<file path="config.mk">
export PLATFORM = sky130hd
export DESIGN_NAME = adc_spi_slave_exchange
export DESIGN_NICKNAME = d
export VERILOG_FILES = /design/src/hdl/adcspi_pkg.sv /design/src/hdl/adc_spi_slave_exchange.sv
export SDC_FILE = /design/constraint.sdc
export NUM_CORES = 1
export LEC_CHECK = 0
export ABC_AREA = 1
export BUFFER_PORTS_ARGS = -buffer_cell sky130_fd_sc_hd__buf_2
export CAP_MARGIN = 20
export CORE_MARGIN = 3
export CORE_UTILIZATION = 56
export DETAILED_ROUTE_END_ITERATION = 10
export GPL_TIMING_DRIVEN = 1
export PLACE_DENSITY_LB_ADDON = 0.05
export SETUP_SLACK_MARGIN = 0.3
export SKIP_CTS_REPAIR_TIMING = 1
export SLEW_MARGIN = 30
export SYNTH_ARGS = -nofsm -noshare
export SYNTH_HDL_FRONTEND = slang
export SYNTH_SLANG_ARGS = --single-unit
</file>
<file path="constraint.sdc">
create_clock -name aclk -period 2.8 [get_ports aclk]
set_clock_uncertainty 0.2 [all_clocks]
set_input_delay 0.14 -clock aclk [delete_from_list [all_inputs] [get_ports aclk]]
set_output_delay 0.14 -clock aclk [all_outputs]
set_load 0.02 [all_outputs]
</file>
<file path="src/hdl/adcspi_pkg.sv">
`default_nettype none
// ============================================================================
// adcspi_pkg
// Shared types and constants for the SPI converter slave exchange block.
// ============================================================================
package adcspi_pkg;

    // Field widths of one exchange request and its result.
    localparam int unsigned CountW = 4;
    localparam int unsigned BitsW  = 16;

    // Conversion result queued by a command while running on battery.
    localparam logic [BitsW-1:0] BatteryResult = 16'h0600;

    // Sequencer states, one-hot coded.
    typedef enum logic [2:0] {
        ST_IDLE = 3'b001,
        ST_RUN  = 3'b010,
        ST_WAIT = 3'b100
    } state_t;

endpackage
`default_nettype wire

</file>
<file path="src/hdl/adc_spi_slave_exchange.sv">
`default_nettype none
// ============================================================================
// adc_spi_slave_exchange
// Slave side of an SPI converter channel: start-bit framed commands in,
// queued conversion results shifted back one bit per received bit.
// ============================================================================
// Usage:
// - s_ channel: one request is one SPI exchange of 1 to 16 bits. s_tdata
//   carries the bit count minus one and the master's bits, right-aligned.
// - m_ channel: one result per request, the bits the slave returned during
//   that exchange, right-aligned with the first bit most significant.
// - cfg channel: writes the power_connected flag; always ready. Write it only
//   while no request is in flight.
// - Timing: a request of n bits is worked one bit per cycle by a single
//   bit-step unit; if the output register is free, the result is registered
//   at the edge that takes the last bit, which raises m_tvalid. A new request
//   is taken only after the previous one has finished and the block is idle.
// - Stall: the finished result sits in the output register. The next request
//   is still accepted and worked; only if its result is ready while the old
//   one is still held does the block wait until m_tready takes the old one.
// - Reset: aresetn low clears the command state, the output shift register,
//   the queued result and the configuration flag; zeros are sent back until
//   a command completes.
// ============================================================================
module adc_spi_slave_exchange #(
    parameter int unsigned COMMAND_BITS = 8
) (
    input  wire logic        aclk,
    input  wire logic        aresetn,
    // Configuration write channel.
    input  wire logic        cfg_valid,
    output logic             cfg_ready,
    input  wire logic        cfg_data,      // power_connected
    // Exchange request channel.
    input  wire logic        s_tvalid,
    output logic             s_tready,
    input  wire logic [23:0] s_tdata,       // [3:0] bit_count_minus_one, [19:4] mosi_bits
    // Result channel.
    output logic             m_tvalid,
    input  wire logic        m_tready,
    output logic [15:0]      m_tdata        // [15:0] miso_bits
);

    localparam int unsigned CmdW = $clog2(COMMAND_BITS + 1);
    localparam int unsigned CntW = adcspi_pkg::CountW;
    localparam int unsigned BitW = adcspi_pkg::BitsW;

    adcspi_pkg::state_t state_reg, state_next;

    logic                power_reg;
    logic [CntW-1:0]     cnt_reg, cnt_next;
    logic [BitW-1:0]     data_reg, data_next;
    logic [BitW-1:0]     result_reg, result_next;
    logic [BitW-1:0]     shift_reg, shift_next;
    logic [CmdW-1:0]     cmd_reg, cmd_next;
    logic                pend_reg, pend_next;
    logic                pend_zero_reg, pend_zero_next;
    logic                m_valid_reg, m_valid_next;
    logic [BitW-1:0]     m_data_reg, m_data_next;

    logic                rx_bit;
    logic [BitW-1:0]     step_result;
    logic                out_free;

    assign cfg_ready = 1'b1;
    assign s_tready  = (state_reg == adcspi_pkg::ST_IDLE);
    assign m_tvalid  = m_valid_reg;
    assign m_tdata   = m_data_reg;

    // The bit under examination, taken MSB first from the request.
    assign rx_bit      = data_reg[cnt_reg];
    assign step_result = {result_reg[BitW-2:0], shift_reg[BitW-1]};
    assign out_free    = !m_valid_reg || m_tready;

    // Sequencer and one-bit exchange step.
    always_comb begin
        state_next     = state_reg;
        cnt_next       = cnt_reg;
        data_next      = data_reg;
        result_next    = result_reg;
        shift_next     = shift_reg;
        cmd_next       = cmd_reg;
        pend_next      = pend_reg;
        pend_zero_next = pend_zero_reg;
        m_valid_next   = m_valid_reg;
        m_data_next    = m_data_reg;

        if (m_valid_reg && m_tready) begin
            m_valid_next = 1'b0;
        end

        case (state_reg)
            adcspi_pkg::ST_IDLE: begin
                if (s_tvalid) begin
                    cnt_next    = s_tdata[CntW-1:0];
                    data_next   = s_tdata[CntW +: BitW];
                    result_next = '0;
                    state_next  = adcspi_pkg::ST_RUN;
                end
            end
            adcspi_pkg::ST_RUN: begin
                // One bit out, one bit in.
                result_next = step_result;
                shift_next  = {shift_reg[BitW-2:0], 1'b0};
                if (cmd_reg == '0) begin
                    cmd_next = rx_bit ? CmdW'(1) : '0;
                    if (pend_reg) begin
                        pend_next  = 1'b0;
                        shift_next = pend_zero_reg ? '0 : adcspi_pkg::BatteryResult;
                    end
                end else begin
                    cmd_next = cmd_reg + CmdW'(1);
                end
                // A complete command queues a new conversion result.
                if (cmd_next >= CmdW'(COMMAND_BITS)) begin
                    cmd_next       = '0;
                    pend_next      = 1'b1;
                    pend_zero_next = power_reg;
                end
                if (cnt_reg == '0) begin
                    if (out_free) begin
                        m_valid_next = 1'b1;
                        m_data_next  = step_result;
                        state_next   = adcspi_pkg::ST_IDLE;
                    end else begin
                        state_next   = adcspi_pkg::ST_WAIT;
                    end
                end else begin
                    cnt_next = cnt_reg - CntW'(1);
                end
            end
            adcspi_pkg::ST_WAIT: begin
                if (m_tready) begin
                    m_valid_next = 1'b1;
                    m_data_next  = result_reg;
                    state_next   = adcspi_pkg::ST_IDLE;
                end
            end
            default: begin
                state_next = adcspi_pkg::ST_IDLE;
            end
        endcase
    end

    // Control state.
    always_ff @(posedge aclk) begin
        if (!aresetn) begin
            state_reg   <= adcspi_pkg::ST_IDLE;
            power_reg   <= 1'b0;
            shift_reg   <= '0;
            cmd_reg     <= '0;
            pend_reg    <= 1'b0;
            m_valid_reg <= 1'b0;
        end else begin
            state_reg   <= state_next;
            shift_reg   <= shift_next;
            cmd_reg     <= cmd_next;
            pend_reg    <= pend_next;
            m_valid_reg <= m_valid_next;
            if (cfg_valid) begin
                power_reg <= cfg_data;
            end
        end
    end

    // Payload registers.
    always_ff @(posedge aclk) begin
        cnt_reg       <= cnt_next;
        data_reg      <= data_next;
        result_reg    <= result_next;
        pend_zero_reg <= pend_zero_next;
        m_data_reg    <= m_data_next;
    end

`ifndef SYNTH
    // An accepted request always starts the bit sequencer.
    assert property (@(posedge aclk) disable iff (!aresetn)
        (s_tvalid && s_tready) |=> (state_reg == adcspi_pkg::ST_RUN))
        else $error("accepted request did not start the sequencer");

    // The command bit counter never reaches the command length.
    assert property (@(posedge aclk) disable iff (!aresetn)
        cmd_reg < CmdW'(COMMAND_BITS))
        else $error("command counter overran");

    // A finished result waits only while an older one is held.
    assert property (@(posedge aclk) disable iff (!aresetn)
        (state_reg == adcspi_pkg::ST_WAIT) |-> m_valid_reg)
        else $error("waiting with an empty output register");
`endif

endmodule
`default_nettype wire
</file>
==> run metrics <==
worst-skew pair later-pin latency 340 ps; RR Startpoint cnt_reg[0]$_DFFE_PP_; Worst Hold Slack 234 ps; outcome completed; Via Count 2137; top post-synthesis cells by area edfxtp_1, dfxtp_1, nand2_1; count of cell types in the netlist 36; fin. max-slew vios 0; hold path startpoint power_reg$_SDFFE_PN0P_; RSZ-0062 raised after global routing false; total iterations of the first detailed-routing run 4; post-synthesis cell count 296; Syn. warnings 0; most common cell in the netlist nand2_1; Worst-Margin Slew 677 ps; drt drc 0; Synth-to-Final Area Change 24.3%; ys flop type edfxtp_1; post-synthesis net count 330; largest family of logic cells by synthesized area simple AND/OR/NAND/NOR gates; vias in the first global route 1994; Ports 49; EDFF count, synth 53; layout cells sized above 1 24.1%; final setup margin 628 ps; Worst Hold Class reg -> reg; pre-CTS WS 644 ps; static leakage 0.00164 uW; ys async rst share 0%; fill count 398; Worst-path clk slew 70 ps; first-pass GRT wire length 8740 um; H-tree lvl count 3; ant diodes 0; Die Width 79.9 um; mux cell area share after synthesis 0%; root buffer cell clkbuf_8; CTS Buf Count 9; Max-cap violations 0; largest net degree at the start of global routing 33; Die H 79.9 um; area share of fa/ha/maj cells after synthesis 1.64%; CP endpoint kind flop; number of port buffers 43; clk buf depth 2; arrival time worst endpoint 2000 ps; gp weighted congestion 0.790; num rows 26; Post-layout nets 403; Core ar. 5200 um2; most frequent cells after synthesis nand2_1, edfxtp_1, inv_1, nor2_1; xor/xnor cell area share of the yosys netlist 1.10%; TritonCTS sink count 70; worst reg2reg path depth 8; Setup violations, final 0; Starting Density 58.8%; final WL 5440 um; initial antenna violation count 0; hold path depth 0; TNS Setup 0 ps; Post-Syn Area 3060 um2; syn avg cell area 10.3 um2; Initial DRC Count 115; final period utilization 77.6%; final core utilization 73.1%; r2r endpoint m_tdata[6]$_DFFE_PP_; PwrDens 689 nW/um2; CTS tree built; post-synthesis register bit count 70; CP Launch Type flop; via/cell ratio 4.81; Final ANT Viol Nets 0; Total GRT Usage 17.9%; Peak VDD IR 0.446 mV; critical path required time 2630 ps; CP Max Fanout 16; R2R setup slack 630 ps; hpwl dp 3520 um; relative slew slack 54.8%; clock period minus worst slack 2170 ps; Yosys top cell area share 52.0%; Overflow after GRT 0; die area 6390 um2; Seq/Total Area, Yosys 63.1%; post-synthesis compound-gate area fraction 7.44%; final hold vios 0; leading area contributor after synthesis edfxtp_1; Post-Synth Simple-Gate Area 18.2%; WS Path Type reg -> reg; fmax 460 MHz; WHS Endpoint pend_zero_reg$_DFFE_PP_; Routed wire per std cell 12.3 um
==> cells by family after synthesis <==
kind of cell	Yosys count
buffers and inverters	62
flip-flops	70
AND/OR/NAND/NOR	117
XOR/XNOR	3
adder cells (fa/ha/maj)	4
AO/OA/AOI/OAI	39
other	1
==> placed cells by master, fill, tap and decap left out, types with 4 or more instances in the layout <==
cell type | Yosys | layout
nand2_1 | 56 | 56
dlygate4sd3_1 | 0 | 25
buf_2 | 2 | 43
edfxtp_1 | 53 | 53
clkbuf_8 | 0 | 9
nor2_1 | 24 | 23
ha_1 | 4 | 4
a21oi_1 | 7 | 7
buf_4 | 4 | 4
o21ai_0 | 20 | 20
o21ai_1 | 4 | 4
dfxtp_1 | 17 | 17
inv_1 | 43 | 43
nand3_1 | 20 | 20
nor2_2 | 4 | 5
inv_2 | 8 | 8
==> where the power goes <==
| group | switching (uW) | internal, uW |
|---|---|---|
| sequential | 54.7 | 1270 |
| clock | 380 | 504 |
| combinational | 266 | 148 |
| total | 701 | 1920 |
==> stage by stage <==
| stage | total power, uW | instances | instance area [um2] |
|---|---|---|---|
| 2_1_floorplan | 1620 | 296 | 3060 |
| 3_3_place_gp | 1720 | 403 | 3330 |
| 3_5_place_dp | 1730 | 403 | 3330 |
| 4_1_cts | 2610 | 419 | 3550 |
| 5_1_grt | 2750 | 444 | 3800 |
| 6_report | 2620 | 444 | 3800 |
==> per-layer routing <==
layer	vias to the layer above	routed length, um	track usage (%)
li1	1112	-	-
met1	968	2410	21.8
met2	49	2640	29.6
met3	8	318	7.34
met4	0	77	4.56
met5	-	0	0
==> area by class of cell <==
class | count | area, um2 | share of cell area, %
clock buffer | 9 | 124 | 3.26
clock inverter | 7 | 97.6 | 2.56
inverter | 52 | 195 | 5.13
multi-input combinational | 164 | 873 | 23.0
sequential | 70 | 1930 | 50.8
tap | 70 | 87.6 | 2.30
timing repair buffer | 72 | 495 | 13.0
==> worst max-delay path: stages, from the launching register on <==
cell      delay [ps]
edfxtp_1         530
inv_2            220
ha_1             180
nand2_1           60
nor2_2           140
nor2_2            60
nor2_2           110
o21a_1           120
buf_4            230
==> worst max-delay path by stage <==
stage	from	endpoint	slack, ps	depth (start not counted)
after floorplan	state_reg[1]$_SDFFE_PN0P_	result_reg[0]$_SDFFCE_PN0P_	400	5
after global placement	cnt_reg[0]$_DFFE_PP_	m_tdata[3]$_DFFE_PP_	660	8
after detailed placement	cnt_reg[0]$_DFFE_PP_	m_tdata[5]$_DFFE_PP_	640	8
after CTS	cnt_reg[0]$_DFFE_PP_	m_tdata[6]$_DFFE_PP_	620	8
after global routing	cnt_reg[0]$_DFFE_PP_	m_tdata[6]$_DFFE_PP_	490	8
final	cnt_reg[0]$_DFFE_PP_	m_tdata[6]$_DFFE_PP_	630	8
No activity file was read; power rests on OpenSTA's default activity.
